==> config.mk <==
export PLATFORM = sky130hd
export DESIGN_NAME = button_debounce_long_press
export DESIGN_NICKNAME = d
export VERILOG_FILES = /design/src/sv/bdlp_pkg.sv /design/src/sv/bdlp_countdown.sv /design/src/sv/button_debounce_long_press.sv
export SDC_FILE = /design/constraint.sdc
export NUM_CORES = 1
export LEC_CHECK = 0
export BUFFER_PORTS_ARGS = -buffer_cell sky130_fd_sc_hd__buf_2
export CORE_UTILIZATION = 55
export CTS_CLUSTER_SIZE = 25
export DETAILED_ROUTE_END_ITERATION = 12
export GPL_TIMING_DRIVEN = 1
export PLACE_DENSITY_LB_ADDON = 0.12
export SETUP_SLACK_MARGIN = 0.5
export SKIP_CTS_REPAIR_TIMING = 1
export SLEW_MARGIN = 0
export SYNTH_ARGS = -nofsm -noshare
export SYNTH_HDL_FRONTEND = slang
export SYNTH_HIERARCHICAL = 1
export SYNTH_SLANG_ARGS = --single-unit
==> constraint.sdc <==
create_clock -name clk -period 4.5 [get_ports clk]
set_clock_uncertainty 0.1 [all_clocks]
set_input_delay 0.225 -clock clk [delete_from_list [all_inputs] [get_ports clk]]
set_output_delay 0.225 -clock clk [all_outputs]
set_load 0.02 [all_outputs]
==> src/sv/bdlp_pkg.sv <==
`timescale 1ns / 1ps
// Shared types and constants for the push-button debouncer with long press.
// No dependencies; imported by bdlp_countdown and button_debounce_long_press.
package bdlp_pkg;

  localparam int COUNT_WIDTH_DEF = 16;

  localparam int CFG_DATA_W = 16;
  localparam int CFG_IDX_W  = 3;

  // Event codes; the button state uses the same coding.
  typedef enum logic [1:0] {
    EV_PRESSED  = 2'd0,
    EV_RELEASED = 2'd1,
    EV_LONG     = 2'd2
  } ev_code_t;

  // Configuration register indexes.
  typedef enum logic [CFG_IDX_W-1:0] {
    CFG_DEBOUNCE_TICKS = 3'd0,
    CFG_LONG_TICKS     = 3'd1,
    CFG_EVENT_MASK     = 3'd2,
    CFG_ACTIVE_LOW     = 3'd3,
    CFG_ENABLE         = 3'd4
  } cfg_idx_t;

  localparam logic [15:0] DEBOUNCE_TICKS_RST = 16'd50;
  localparam logic [15:0] LONG_TICKS_RST     = 16'd1000;
  localparam logic [2:0]  EVENT_MASK_RST     = 3'b111;
  localparam logic        ACTIVE_LOW_RST     = 1'b0;
  localparam logic        ENABLE_RST         = 1'b1;

  // Countdown control: stop wins over arm, arm wins over tick.
  typedef struct packed {
    logic arm;
    logic tick;
    logic stop;
  } cnt_ctrl_t;

  typedef struct packed {
    logic running;
    logic due;      // running and the next tick expires it
  } cnt_stat_t;

endpackage

==> src/sv/bdlp_countdown.sv <==
`timescale 1ns / 1ps
// One-shot tick countdown with arm, tick and stop controls.
// Depends on bdlp_pkg for the control and status structs.
module bdlp_countdown
  import bdlp_pkg::*;
#(
  parameter int COUNT_WIDTH = COUNT_WIDTH_DEF
) (
  input  logic                   clk,
  input  logic                   rst_n,
  input  cnt_ctrl_t              ctrl,
  input  logic [COUNT_WIDTH-1:0] load_val,
  output cnt_stat_t              stat
);

  logic                   running_r, running_nxt;
  logic [COUNT_WIDTH-1:0] left_r, left_nxt;
  logic                   due;

  // Expires on the tick where the count would reach zero; a load of 0 acts like 1.
  assign due = running_r && (left_r <= COUNT_WIDTH'(1));

  always_comb begin
    running_nxt = running_r;
    left_nxt    = left_r;
    priority if (ctrl.stop) begin
      running_nxt = 1'b0;
      left_nxt    = '0;
    end else if (ctrl.arm) begin
      running_nxt = 1'b1;
      left_nxt    = load_val;
    end else if (ctrl.tick && running_r) begin
      if (due) begin
        running_nxt = 1'b0;
        left_nxt    = '0;
      end else begin
        left_nxt = left_r - COUNT_WIDTH'(1);
      end
    end else begin
      // Hold the count.
      running_nxt = running_r;
      left_nxt    = left_r;
    end
  end

  always_ff @(posedge clk) begin
    if (!rst_n) begin
      running_r <= 1'b0;
    end else begin
      running_r <= running_nxt;
    end
  end

  always_ff @(posedge clk) begin
    left_r <= left_nxt;
  end

  assign stat.running = running_r;
  assign stat.due     = due;

endmodule

==> src/sv/button_debounce_long_press.sv <==
`timescale 1ns / 1ps
// Push-button debouncer with long-press detection. An accepted input transaction passes
// the input register, then the result register, to become its result transaction.
// One input transaction per cycle unless stalled; each tick yields at most one result.
// Reset (rst_n low, synchronous): both countdowns stopped, button released,
// configuration back to debounce 50, long press 1000, mask 7, active high, enabled.
module button_debounce_long_press
  import bdlp_pkg::*;
#(
  parameter int COUNT_WIDTH = COUNT_WIDTH_DEF
) (
  input  logic                  clk,
  input  logic                  rst_n,
  // configuration write port
  input  logic                  cfg_we,
  input  logic [CFG_IDX_W-1:0]  cfg_index,
  input  logic [CFG_DATA_W-1:0] cfg_wdata,
  // input channel
  input  logic                  in_valid,
  output logic                  in_stall,
  input  logic                  in_action,
  input  logic                  in_pin_level,
  // result channel
  output logic                  out_valid,
  input  logic                  out_stall,
  output logic [1:0]            out_event_code,
  output logic                  out_held_status,
  output logic                  out_last_event
);

  // ---------------------------------------------------------------------
  // Configuration registers
  // ---------------------------------------------------------------------
  logic [15:0] debounce_ticks_r;
  logic [15:0] long_ticks_r;
  logic [2:0]  event_mask_r;
  logic        active_low_r;
  logic        enable_r;

  always_ff @(posedge clk) begin
    if (!rst_n) begin
      debounce_ticks_r <= DEBOUNCE_TICKS_RST;
      long_ticks_r     <= LONG_TICKS_RST;
      event_mask_r     <= EVENT_MASK_RST;
      active_low_r     <= ACTIVE_LOW_RST;
      enable_r         <= ENABLE_RST;
    end else if (cfg_we) begin
      // Drop writes to indexes beyond the register list.
      unique case (cfg_idx_t'(cfg_index))
        CFG_DEBOUNCE_TICKS: debounce_ticks_r <= cfg_wdata;
        CFG_LONG_TICKS:     long_ticks_r     <= cfg_wdata;
        CFG_EVENT_MASK:     event_mask_r     <= cfg_wdata[2:0];
        CFG_ACTIVE_LOW:     active_low_r     <= cfg_wdata[0];
        CFG_ENABLE:         enable_r         <= cfg_wdata[0];
        default: ;
      endcase
    end
  end

  // ---------------------------------------------------------------------
  // Input register stage
  // ---------------------------------------------------------------------
  logic s1_valid_r;
  logic s1_action_r;
  logic s1_level_r;
  logic s1_adv;       // stage 1 transaction is processed this cycle
  logic out_free;     // result register can take a new result this cycle

  assign in_stall = s1_valid_r && !s1_adv;

  always_ff @(posedge clk) begin
    if (!rst_n) begin
      s1_valid_r <= 1'b0;
    end else if (!in_stall) begin
      s1_valid_r <= in_valid;
    end
  end

  always_ff @(posedge clk) begin
    if (in_valid && !in_stall) begin
      s1_action_r <= in_action;
      s1_level_r  <= in_pin_level;
    end
  end

  // ---------------------------------------------------------------------
  // Countdowns
  // ---------------------------------------------------------------------
  cnt_ctrl_t deb_ctrl, long_ctrl;
  cnt_stat_t deb_stat, long_stat;

  bdlp_countdown #(
    .COUNT_WIDTH (COUNT_WIDTH)
  ) u_deb_cnt (
    .clk      (clk),
    .rst_n    (rst_n),
    .ctrl     (deb_ctrl),
    .load_val (COUNT_WIDTH'(debounce_ticks_r)),
    .stat     (deb_stat)
  );

  bdlp_countdown #(
    .COUNT_WIDTH (COUNT_WIDTH)
  ) u_long_cnt (
    .clk      (clk),
    .rst_n    (rst_n),
    .ctrl     (long_ctrl),
    .load_val (COUNT_WIDTH'(long_ticks_r)),
    .stat     (long_stat)
  );

  // ---------------------------------------------------------------------
  // Event logic for the transaction held in stage 1
  // ---------------------------------------------------------------------
  logic     is_tick;
  logic     pressed;       // qualified pin level
  logic     deb_exp;
  logic     long_exp;
  logic     changed;
  logic     ev_hit;        // an event is raised this tick
  ev_code_t ev;
  logic     emit;          // raised event passes the mask
  logic     last_q_r, last_q_nxt;
  ev_code_t btn_state_r, btn_state_nxt;
  logic     res_load;

  assign is_tick  = s1_valid_r && !s1_action_r;
  assign pressed  = s1_level_r ^ active_low_r;
  assign changed  = pressed != last_q_r;
  // Debounce expiry is handled first and keeps the long countdown from ticking.
  assign deb_exp  = is_tick && deb_stat.due;
  assign long_exp = is_tick && !deb_stat.due && long_stat.due;
  assign out_free = !out_valid || !out_stall;

  always_comb begin
    ev_hit        = 1'b0;
    ev            = EV_RELEASED;
    last_q_nxt    = last_q_r;
    btn_state_nxt = btn_state_r;
    if (deb_exp) begin
      if (changed) begin
        ev_hit     = 1'b1;
        ev         = pressed ? EV_PRESSED : EV_RELEASED;
        last_q_nxt = pressed;
      end
      // No change forces the state to released.
      btn_state_nxt = (changed && pressed) ? EV_PRESSED : EV_RELEASED;
    end else if (long_exp) begin
      // Leave the qualified level untouched on a long-press check.
      ev_hit        = 1'b1;
      ev            = pressed ? EV_LONG : EV_RELEASED;
      btn_state_nxt = ev;
    end
  end

  assign emit     = ev_hit && event_mask_r[ev];
  // Hold stage 1 only when it has a result and the result register is full and stalled.
  assign s1_adv   = s1_valid_r && (!emit || out_free);
  assign res_load = s1_adv && emit;

  always_comb begin
    deb_ctrl.arm   = s1_adv && s1_action_r && enable_r && !deb_stat.running;
    deb_ctrl.tick  = s1_adv && !s1_action_r;
    deb_ctrl.stop  = 1'b0;
    long_ctrl.arm  = s1_adv && deb_exp && changed && pressed;
    long_ctrl.stop = s1_adv && deb_exp && changed && !pressed;
    long_ctrl.tick = s1_adv && !s1_action_r && !deb_stat.due;
  end

  always_ff @(posedge clk) begin
    if (!rst_n) begin
      last_q_r    <= 1'b0;
      btn_state_r <= EV_RELEASED;
    end else if (s1_adv) begin
      last_q_r    <= last_q_nxt;
      btn_state_r <= btn_state_nxt;
    end
  end

  // ---------------------------------------------------------------------
  // Result register
  // ---------------------------------------------------------------------
  logic       out_valid_r;
  logic [1:0] out_event_code_r;
  logic       out_held_r;

  always_ff @(posedge clk) begin
    if (!rst_n) begin
      out_valid_r <= 1'b0;
    end else if (res_load) begin
      out_valid_r <= 1'b1;
    end else if (!out_stall) begin
      out_valid_r <= 1'b0;
    end
  end

  always_ff @(posedge clk) begin
    if (res_load) begin
      out_event_code_r <= ev;
      out_held_r       <= (btn_state_nxt == EV_PRESSED) || (btn_state_nxt == EV_LONG);
    end
  end

  assign out_valid       = out_valid_r;
  assign out_event_code  = out_event_code_r;
  assign out_held_status = out_held_r;
  // A tick raises at most one event, so every result closes its transaction.
  assign out_last_event  = 1'b1;

  // ---------------------------------------------------------------------
  // Assertions
  // ---------------------------------------------------------------------
  a_one_expiry: assert property (@(posedge clk) disable iff (!rst_n)
    !(deb_exp && long_exp))
    else $error("debounce and long-press expiry in the same cycle");

  a_no_overwrite: assert property (@(posedge clk) disable iff (!rst_n)
    res_load |-> (!out_valid_r || !out_stall))
    else $error("result register overwritten while stalled");

  a_long_stopped: assert property (@(posedge clk) disable iff (!rst_n)
    (btn_state_r == EV_LONG) |-> !long_stat.running)
    else $error("long-press countdown running in long-pressed state");

  a_stall_held: assert property (@(posedge clk) disable iff (!rst_n)
    (s1_valid_r && in_stall) |=> (s1_valid_r && $stable(s1_action_r)))
    else $error("stage 1 transaction lost while held");

endmodule
Word level (Yosys, flattened, before mapping)

Cells that the tools add are included.

Add/subtract/negate cells: 2
$lt $le $gt $ge: 3
Eq/ne operators: 7
Muxes and demuxes: 27
Bitwise gates (word level): 2
Reductions and logical operators: 50

Operators by type and width:

| kind                  | number |
|---|---|
| $mux 16               | 6 |
| $le 16x1->1 const B   | 2 |
| $sub 16x1->16 const B | 2 |
| $logic_and 1x1->1     | 23 |
| $mux 1                | 15 |
| $reduce_and 2->1      | 7 |
| $mux 2                | 5 |
| $logic_not 1->1       | 9 |
| $reduce_bool 2->1     | 4 |
| $eq 3x2->1 const B    | 2 |
| $eq 3x1->1 const B    | 1 |
| $eq 3x3->1 const B    | 1 |
| $logic_not 3->1       | 1 |
| $logic_or 1x1->1      | 3 |
| $lt 2x3->1 const B    | 1 |
| $reduce_and 3->1      | 1 |
| $bmux 1 s2            | 1 |
| $eq 2x2->1 const B    | 1 |
| $logic_not 2->1       | 1 |
| $ne 2x1->1 const B    | 1 |
| $reduce_or 2->1       | 1 |
| $ne 1x1->1            | 1 |
| $not 1->1             | 1 |
| $xor 1x1->1           | 1 |

Register bits: 81
Input bits: 26
Output and inout port bits: 6
Word-level logic and storage cells: 108

Depth between registers and ports, before layout

Gate-level depths: netlist of the first run.

Depth in word-level cells: 18
Mapped depth: 18
Mapped depth without buffers: 15

By module

Netlist of the first run, hierarchy kept.

Modules (own cells, without submodules):

| module                     | times used | cells an instance | area each (um2) | seq. area each (um2) |
|---|---|---|---|---|
| bdlp_countdown             | 2          | 124               | 1029.7          | 340.3 |
| button_debounce_long_press | 1          | 215               | 1879.3          | 970.9 |

Worst setup path after synthesis of the first run

OpenSTA, ideal clock, no wires.

Kind: reg-to-reg
Start point: register u_deb_cnt.left_r[8]
End point: register u_long_cnt.left_r[5]
Library setup time: 0.095 ns
Arrival time: 3.944 ns
Data required time: 4.305 ns
Path slack: 0.360 ns
Cell stages (with the launch flop): 16
Path buffers: 3
Period minus slack after synthesis: 4.140 ns
Cells stage by stage: dfxtp_1 > or4_4 > nor4_4 > and3_1 > buf_4 > nand4b_1 > mux2_2 > o211a_2 > and2_0 > clkbuf_1 > nor3_1 > nand2_1 > clkbuf_1 > or4_1 > a32o_1 > a221oi_1

RTL lines:

| what                   | line                 | text |
|---|---|---|
| start, declared        | bdlp_countdown.sv:17 | `logic [COUNT_WIDTH-1:0] left_r, left_nxt;` |
| start signal, assigned | bdlp_countdown.sv:55 | `left_r <= left_nxt;` |
| end signal, assigned   | bdlp_countdown.sv:55 |  |
| end, declared          | bdlp_countdown.sv:17 |  |

==> results of run 1 <==
stage by stage:
| step | instance area (um2) | power [mW] |
|---|---|---|
| 5_1_grt | 4530 | 1.64 |
| 6_report | 4530 | 1.58 |
| 3_5_place_dp | 4190 | 0.981 |
| 4_1_cts | 4410 | 1.56 |
| 2_1_floorplan | 3950 | 0.928 |
| 3_3_place_gp | 4190 | 0.978 |
flip-flops by register name (all words and copies together), names as in the netlist:
| name | flops |
|---|---|
| out_event_code | 2 |
| s1_level_r | 1 |
| out_valid | 1 |
| u_long_cnt/left_r | 16 |
| btn_state_r | 1 |
| u_deb_cnt/left_r | 16 |
| s1_action_r | 1 |
| long_ticks_r | 16 |
| out_held_status | 1 |
| active_low_r | 1 |
| event_mask_r | 3 |
| enable_r | 1 |
| debounce_ticks_r | 16 |
| last_q_r | 1 |
| s1_valid_r | 1 |
| u_deb_cnt/running_r | 1 |
| u_long_cnt/running_r | 1 |
tightest hold or removal path: cells and delay by family:
family / cells / cell delay, ns
buf+inv: 1 / 0.09
simple gates: 2 / 0.11
power by group through the flow:
stage	logic, mW	registers [mW]	clock network (mW)
after floorplan	0.145	0.783	0
after global placement	0.188	0.790	0
after detailed placement	0.191	0.791	0
after CTS	0.192	0.774	0.592
after global routing	0.234	0.780	0.621
final	0.214	0.776	0.587
routing by layer:
metal / vias up / part of all wire / global-route usage / wire length [um]
li1: 1685 / - / - / -
met1: 1540 / 0.47 / 0.352 / 4300
met2: 112 / 0.45 / 0.413 / 4120
met3: 17 / 0.057 / 0.0381 / 520
met4: 0 / 0.019 / 0.108 / 177
met5: - / 0 / 0 / 0
area by class of cell:
cell class              instances  area [um2]
fillers                       602        2310
multi-input cells             342        2170
flip-flops and latches         80        1650
repair buffers                 47         285
clock buffers                  10         128
well taps                      96         120
clock inverters                 6        92.6
inverters                      19        71.3
worst paths after layout:
kind,start,to,slack (ns),cells past startpoint
worst max-delay path,u_long_cnt/left_r[11],u_long_cnt/left_r[5],0.53,13
worst min-delay path,cfg_wdata[3],long_ticks_r[3],0.005,3
worst max register to register,u_long_cnt/left_r[11],u_long_cnt/left_r[5],0.53,13
worst min register to register,long_ticks_r[11],u_long_cnt/left_r[11],0.35,2
layout by cell type (no fill, tap or decap), drive strengths merged, types with 11 or more instances in the layout:
cell / count
nand3: 15
dfxtp: 75
nor4: 12
or4: 11
a21boi: 24
nand2: 100
a21oi: 17
buf: 44
xnor2: 11
inv: 20
o21ai: 18
nor2: 30
==> results.py, run 1 <==
metrics = {
    "detailed_routing": {
        "drt_iter0_markers": 237,
        "remaining_drc_errors": 0,
        "via_count": 3354,
        "firstDrtPassIters": 5,
        "drtAntennaViolNets": 0,
        "wl_mm": 9.12,
        "wl_per_cell_um": 15.2,
        "via_per_inst": 5.59,
    },
    "cts": {
        "numClockSinks": 80,
        "clkTransAtPathRegs_ns": 0.09,
        "cts_tree": "built",
        "cts_buffers": 9,
        "cts_root_buffer": "clkbuf_8",
        "clk_latency_ns": 0.35,
        "cts.htree.levels": 3,
        "clock_path_buffers": 2,
    },
    "synthesis": {
        "syn_area_per_cell_um2": 8.51,
        "synth_cells": 462,
        "ys.warnings.count": 6,
        "synth_area_um2": 3930,
    },
    "worst_setup_path": {
        "slowest_delay_ns": 0.57,
        "crit_type": "reg2reg",
        "startpoint_type": "register",
        "path_max_fanout": 10,
        "worstPathRequired_ns": 4.66,
        "endpoint_kind": "register",
        "cpMostUsedCell": "or4_4",
        "crit_slowest_cell": "or4_4",
        "cp_top_family": "simple AND/OR/NAND/NOR gates",
        "crit_chain": "or4_4 -> nor4_4 -> and3_4 -> nand2b_4 -> or4_4 -> o211a_4 -> and2_4 -> nor3_4 -> nand2_2 -> buf_4 -> or4_1 -> a32o_1 -> a221oi_1",
        "path_buf_inv": 1,
        "worst_ep_arrival_time_ns": 4.13,
    },
    "global_routing": {
        "grt_pass1_wl_mm": 14.7,
        "track_usage": 0.259,
        "grt_pass1_vias": 3047,
        "antenna_found_initial": 0,
        "grt_max_degree": 45,
        "grt_overflow": 0,
    },
    "timing": {
        "drv_slew": 0,
        "relSlewSlack": 0.501,
        "finalCritPeriodShare": 0.883,
        "hold_slack_ns": 0.00547,
        "finalHoldViolations": 0,
        "layout_setup_ws_ns": 0.527,
        "tightestPinTransition_ns": 0.747,
        "setup_tns_ns": 0,
        "max_freq_mhz": 252,
        "min_period_ns": 3.97,
        "grt_setup_unrepaired": "true",
        "finalSetupViolCount": 0,
    },
    "place": {
        "io_buffers": 30,
        "dp_slack_ns": 0.482,
        "hpwl_mm": 6.44,
        "dp_cells": 577,
        "gp_congestion": 0.965,
    },
    "layout": {
        "final_cells": 600,
        "nets": 531,
        "diodes": 0,
        "drive_gt1_frac": 0.187,
        "areaGrowthSynthToFinish_pct": 15.1,
        "utilization": 0.662,
    },
    "power": {
        "netSwitchingFraction": 0.266,
        "powerDensity_nw_per_um2": 349,
        "p_int_mw": 1.16,
        "combinationalPowerShare": 0.136,
        "p_leak_nw": 1.69,
        "vdd_drop_max_mv": 0.193,
        "clkPwrFrac": 0.372,
        "switching_power_uw": 419,
        "pwr-share-seq": 0.492,
    },
    "floorplan": {
        "core-area_um2": 6830,
        "die_h_um": 86.5,
        "die_w_um": 86.5,
        "dieArea_um2": 7490,
        "io_pins": 32,
        "rows": 30,
        "start_util": 0.575,
    },
    "flow_run": {
        "max-cap-violations": 0,
    },
    "status": {
        "status": "finished, final reports clean",
    },
    "worst_hold_path": {
        "hold_class": "in2reg",
    },
}
Note: power is estimated with default switching activity, not from simulation.
==> run 2, diff against run 1 <==
Settings changed: CORE_UTILIZATION 55 to 30.
==> results.py, run 2 (synthesis results as in run 1) <==
metrics = {
    "status": {
        "status": "finished, final reports clean",
    },
    "global_routing": {
        "grt_pass1_wl_mm": 16.6,
        "antenna_found_initial": 0,
        "grt_max_degree": 45,
        "track_usage": 0.164,
        "grt_pass1_vias": 3255,
        "grt_overflow": 0,
    },
    "layout": {
        "fillerInstances": 1364,
        "final_common_cell": "nand2_1",
        "areaGrowthSynthToFinish_pct": 22.4,
        "diodes": 0,
        "drive_gt1_frac": 0.211,
        "final_area_um2": 4810,
        "layout_common_cells": "nand2_1, dfxtp_1, buf_2, nor2_1, a21boi_0",
        "nets": 540,
    },
    "worst_setup_path": {
        "slowest_delay_ns": 0.59,
        "path_max_fanout": 6,
        "path_buf_inv": 0,
        "endpoint_kind": "register",
        "crit_type": "reg2reg",
        "rr_startpoint": "u_long_cnt/left_r[8]",
        "crit_slowest_cell": "or4_4",
        "cpMostUsedCell": "or4_4",
        "worst_ep_arrival_time_ns": 4.08,
        "cp_top_family": "simple AND/OR/NAND/NOR gates",
        "worstPathRequired_ns": 4.62,
        "startpoint_type": "register",
        "crit_chain": "or4_4 -> nor4_4 -> and3_4 -> nand2b_4 -> or4_4 -> o211a_4 -> and2_4 -> nor2_4 -> nand2_4 -> or4_4 -> nor4_4 -> mux2i_1 -> a211oi_2",
        "critPathLaunch": "u_long_cnt/left_r[8]",
    },
    "power": {
        "p_int_mw": 1.31,
        "pwr-share-seq": 0.447,
        "powerDensity_nw_per_um2": 361,
        "netSwitchingFraction": 0.248,
        "vdd_drop_max_mv": 0.219,
        "switching_power_uw": 431,
        "p_leak_nw": 1.79,
        "clkPwrFrac": 0.428,
        "combinationalPowerShare": 0.125,
    },
    "cts": {
        "cts_buffers": 9,
        "clock_path_buffers": 2,
        "cts_root_buffer": "clkbuf_16",
        "numClockSinks": 80,
        "cts_tree": "built",
        "cts.htree.levels": 3,
        "clkTransAtPathRegs_ns": 0.06,
        "clk_latency_ns": 0.34,
    },
    "timing": {
        "finalSetupViolCount": 0,
        "grt_setup_unrepaired": "true",
        "drv_slew": 0,
        "finalCritPeriodShare": 0.881,
        "setup_tns_ns": 0,
        "min_period_ns": 3.96,
        "relSlewSlack": 0.478,
        "finalHoldViolations": 0,
        "max_freq_mhz": 252,
        "tightestPinTransition_ns": 0.783,
    },
    "detailed_routing": {
        "firstDrtPassIters": 4,
        "via_count": 3385,
        "remaining_drc_errors": 0,
        "wl_mm": 10.1,
        "wl_per_cell_um": 14.7,
        "via_per_inst": 4.94,
        "drt_iter0_markers": 187,
        "drtAntennaViolNets": 0,
    },
    "floorplan": {
        "rows": 41,
        "start_util": 0.309,
        "io_pins": 32,
        "core-area_um2": 12700,
        "dieArea_um2": 13600,
        "die_w_um": 116,
        "die_h_um": 116,
    },
    "place": {
        "gp_congestion": 0.788,
        "io_buffers": 30,
        "place_area_um2": 4280,
        "hpwl_mm": 7.28,
    },
    "worst_hold_path": {
        "holdCritStartpoint": "cfg_wdata[3]",
        "hold_class": "in2reg",
    },
    "flow_run": {
        "max-cap-violations": 0,
    },
}
-- run 2: power groups by stage --
stage               combinational (mW)  clock, mW  sequential (mW)
finish                           0.217      0.744            0.776
global route                     0.241      0.802            0.781
CTS                              0.196      0.768            0.776
detailed placement               0.194          0            0.792
global placement                 0.195          0            0.792
floorplan                        0.145          0            0.783
-- run 2: area by class of cell --
type | instances | area, um2 | area share
inverters | 19 | 71.3 | 0.0148
flip-flops and latches | 80 | 1660 | 0.344
clock buffers | 13 | 262 | 0.0544
clock inverters | 3 | 38.8 | 0.00806
well taps | 172 | 215 | 0.0447
multi-input cells | 342 | 2210 | 0.460
repair buffers | 56 | 353 | 0.0733
-- run 2: worst min-delay path, delay by kind of cell --
kind                   cells  cell delay (ns)
and+or+nand+nor            2             0.12
buffers and inverters      1             0.09
-- run 2: layer usage --
metal / vias up / global-route usage / share of wire
met3: 10 / 0.0483 / 0.032
met5: - / 0 / 0
met2: 53 / 0.264 / 0.46
met1: 1613 / 0.208 / 0.50
li1: 1709 / - / -
met4: 0 / 0.0564 / 0.014
-- run 2: path summary, 6_finish.rpt --
kind	endpoint	depth (start not counted)	slack (ns)
min	long_ticks_r[3]	3	0.02
min reg2reg	u_deb_cnt/left_r[10]	2	0.35
max reg2reg	u_deb_cnt/left_r[14]	13	0.54
max	u_deb_cnt/left_r[14]	13	0.54
-- run 2: through the flow --
stage / utilization / hold slack (ns) / worst slack [ns] / instances / total power, mW
final: 0.378 / 0.0176 / 0.536 / 685 / 1.74
after global routing: 0.378 / 0.0207 / 0.373 / 685 / 1.82
after CTS: 0.360 / -0.0613 / 0.418 / 669 / 1.74
after detailed placement: 0.337 / 0.306 / 0.446 / 653 / 0.986
after global placement: 0.337 / 0.303 / 0.482 / 653 / 0.987
after floorplan: - / 0.224 / 0.489 / 464 / 0.928
==> run 3, diff against run 2 <==
Settings changed: CORE_ASPECT_RATIO set to 0.7.
==> results.py, run 3 (synthesis results as in run 1) <==
metrics = {
    "worst_setup_path": {
        "startpoint_type": "register",
        "path_max_fanout": 5,
        "endpoint_kind": "register",
        "worst_ep_arrival_time_ns": 4.07,
        "worstPathRequired_ns": 4.65,
        "r2r_cells": 12,
        "crit_type": "reg2reg",
    },
    "cts": {
        "numClockSinks": 80,
        "clk_latency_ns": 0.34,
        "clkTransAtPathRegs_ns": 0.06,
        "cts_root_buffer": "clkbuf_16",
        "clock_path_buffers": 2,
        "cts_tree": "built",
        "cts.htree.levels": 3,
        "cts_buffers": 9,
    },
    "layout": {
        "diodes": 0,
        "nets": 532,
        "final_common_cell": "nand2_1",
        "drive_gt1_frac": 0.187,
        "utilization": 0.375,
        "register_area_um2": 1650,
        "fillerInstances": 1318,
        "multi_input_area_um2": 2180,
        "layout_common_cells": "nand2_1, dfxtp_1, buf_2, nor2_1, a21boi_0",
        "final_area_um2": 4720,
        "areaGrowthSynthToFinish_pct": 20.1,
    },
    "flow_run": {
        "max-cap-violations": 0,
    },
    "detailed_routing": {
        "wl_mm": 10.4,
        "via_count": 3349,
        "remaining_drc_errors": 8,
        "wl_per_cell_um": 15.6,
        "drtAntennaViolNets": 0,
        "drt_iter0_markers": 180,
        "firstDrtPassIters": 10,
        "via_per_inst": 5.03,
    },
    "timing": {
        "max_freq_mhz": 255,
        "setup_tns_ns": 0,
        "finalHoldViolations": 0,
        "relSlewSlack": 0.462,
        "min_period_ns": 3.92,
        "grt_setup_unrepaired": "true",
        "drv_slew": 0,
        "layout_setup_ws_ns": 0.580,
        "tightestPinTransition_ns": 0.807,
        "finalCritPeriodShare": 0.871,
        "finalSetupViolCount": 0,
    },
    "place": {
        "place_area_um2": 4290,
        "io_buffers": 30,
        "gp_congestion": 0.820,
        "hpwl_mm": 7.63,
        "dp_slack_ns": 0.375,
    },
    "floorplan": {
        "die_w_um": 139,
        "rows": 34,
        "die_h_um": 97.8,
        "start_util": 0.312,
        "core-area_um2": 12600,
        "io_pins": 32,
        "dieArea_um2": 13600,
    },
    "status": {
        "violations": "design-rule violations",
        "status": "complete, but fails checks",
    },
    "global_routing": {
        "track_usage": 0.163,
        "antenna_found_initial": 0,
        "grt_max_degree": 45,
        "grt_pass1_wl_mm": 17.1,
        "grt_pass1_vias": 3218,
        "grt_overflow": 0,
    },
    "worst_hold_path": {
        "hold_class": "in2reg",
        "whs_path_depth": 2,
    },
    "power": {
        "powerDensity_nw_per_um2": 377,
        "p_leak_nw": 1.76,
        "vdd_drop_max_mv": 0.191,
    },
}
run 3: final timing paths:
check,startpoint,end,slack [ns]
setup / recovery,u_deb_cnt/left_r[11],u_long_cnt/left_r[8],0.58
hold / removal,in_valid,s1_valid_r,0.006
setup reg to reg,u_deb_cnt/left_r[11],u_long_cnt/left_r[8],0.58
hold reg to reg,long_ticks_r[11],u_long_cnt/left_r[11],0.36
run 3: cell type report:
cell class	instances	share of cell area
clock buffers	12	0.0522
flip-flops and latches	80	0.350
multi-input cells	342	0.462
clock inverters	3	0.0143
repair buffers	48	0.0631
inverters	19	0.0151
well taps	162	0.0429
run 3: stage by stage:
| stage | hold slack [ns] | std cells | total power [mW] |
|---|---|---|---|
| floorplan | 0.224 | 464 | 0.928 |
| global placement | 0.306 | 646 | 0.997 |
| detailed placement | 0.307 | 646 | 0.997 |
| CTS | -0.0482 | 661 | 1.79 |
| global route | 0.00891 | 666 | 1.86 |
| finish | 0.00621 | 666 | 1.78 |
run 3: metal layers:
layer | global-route usage | vias up | part of all wire
li1 | - | 1680 | -
met1 | 0.241 | 1586 | 0.55
met2 | 0.233 | 70 | 0.39
met3 | 0.0387 | 13 | 0.043
met4 | 0.0462 | 0 | 0.012
met5 | 0 | - | 0
run 3: critical path, cell delays in order (launching register included):
cell,delay [ns]
dfxtp_1,0.32
or4_4,0.58
nor4_4,0.27
and3_4,0.25
nand4b_1,0.12
mux2_2,0.31
o211a_4,0.27
and2_4,0.19
nor3_4,0.23
nand2_2,0.10
or4_4,0.55
or3_1,0.34
a221oi_2,0.21
run 3: report_power, final:
group / internal, mW / total, mW / switching, mW
sequential: 0.745 / 0.776 / 0.0310
clock: 0.498 / 0.786 / 0.287
combinational: 0.0975 / 0.218 / 0.121
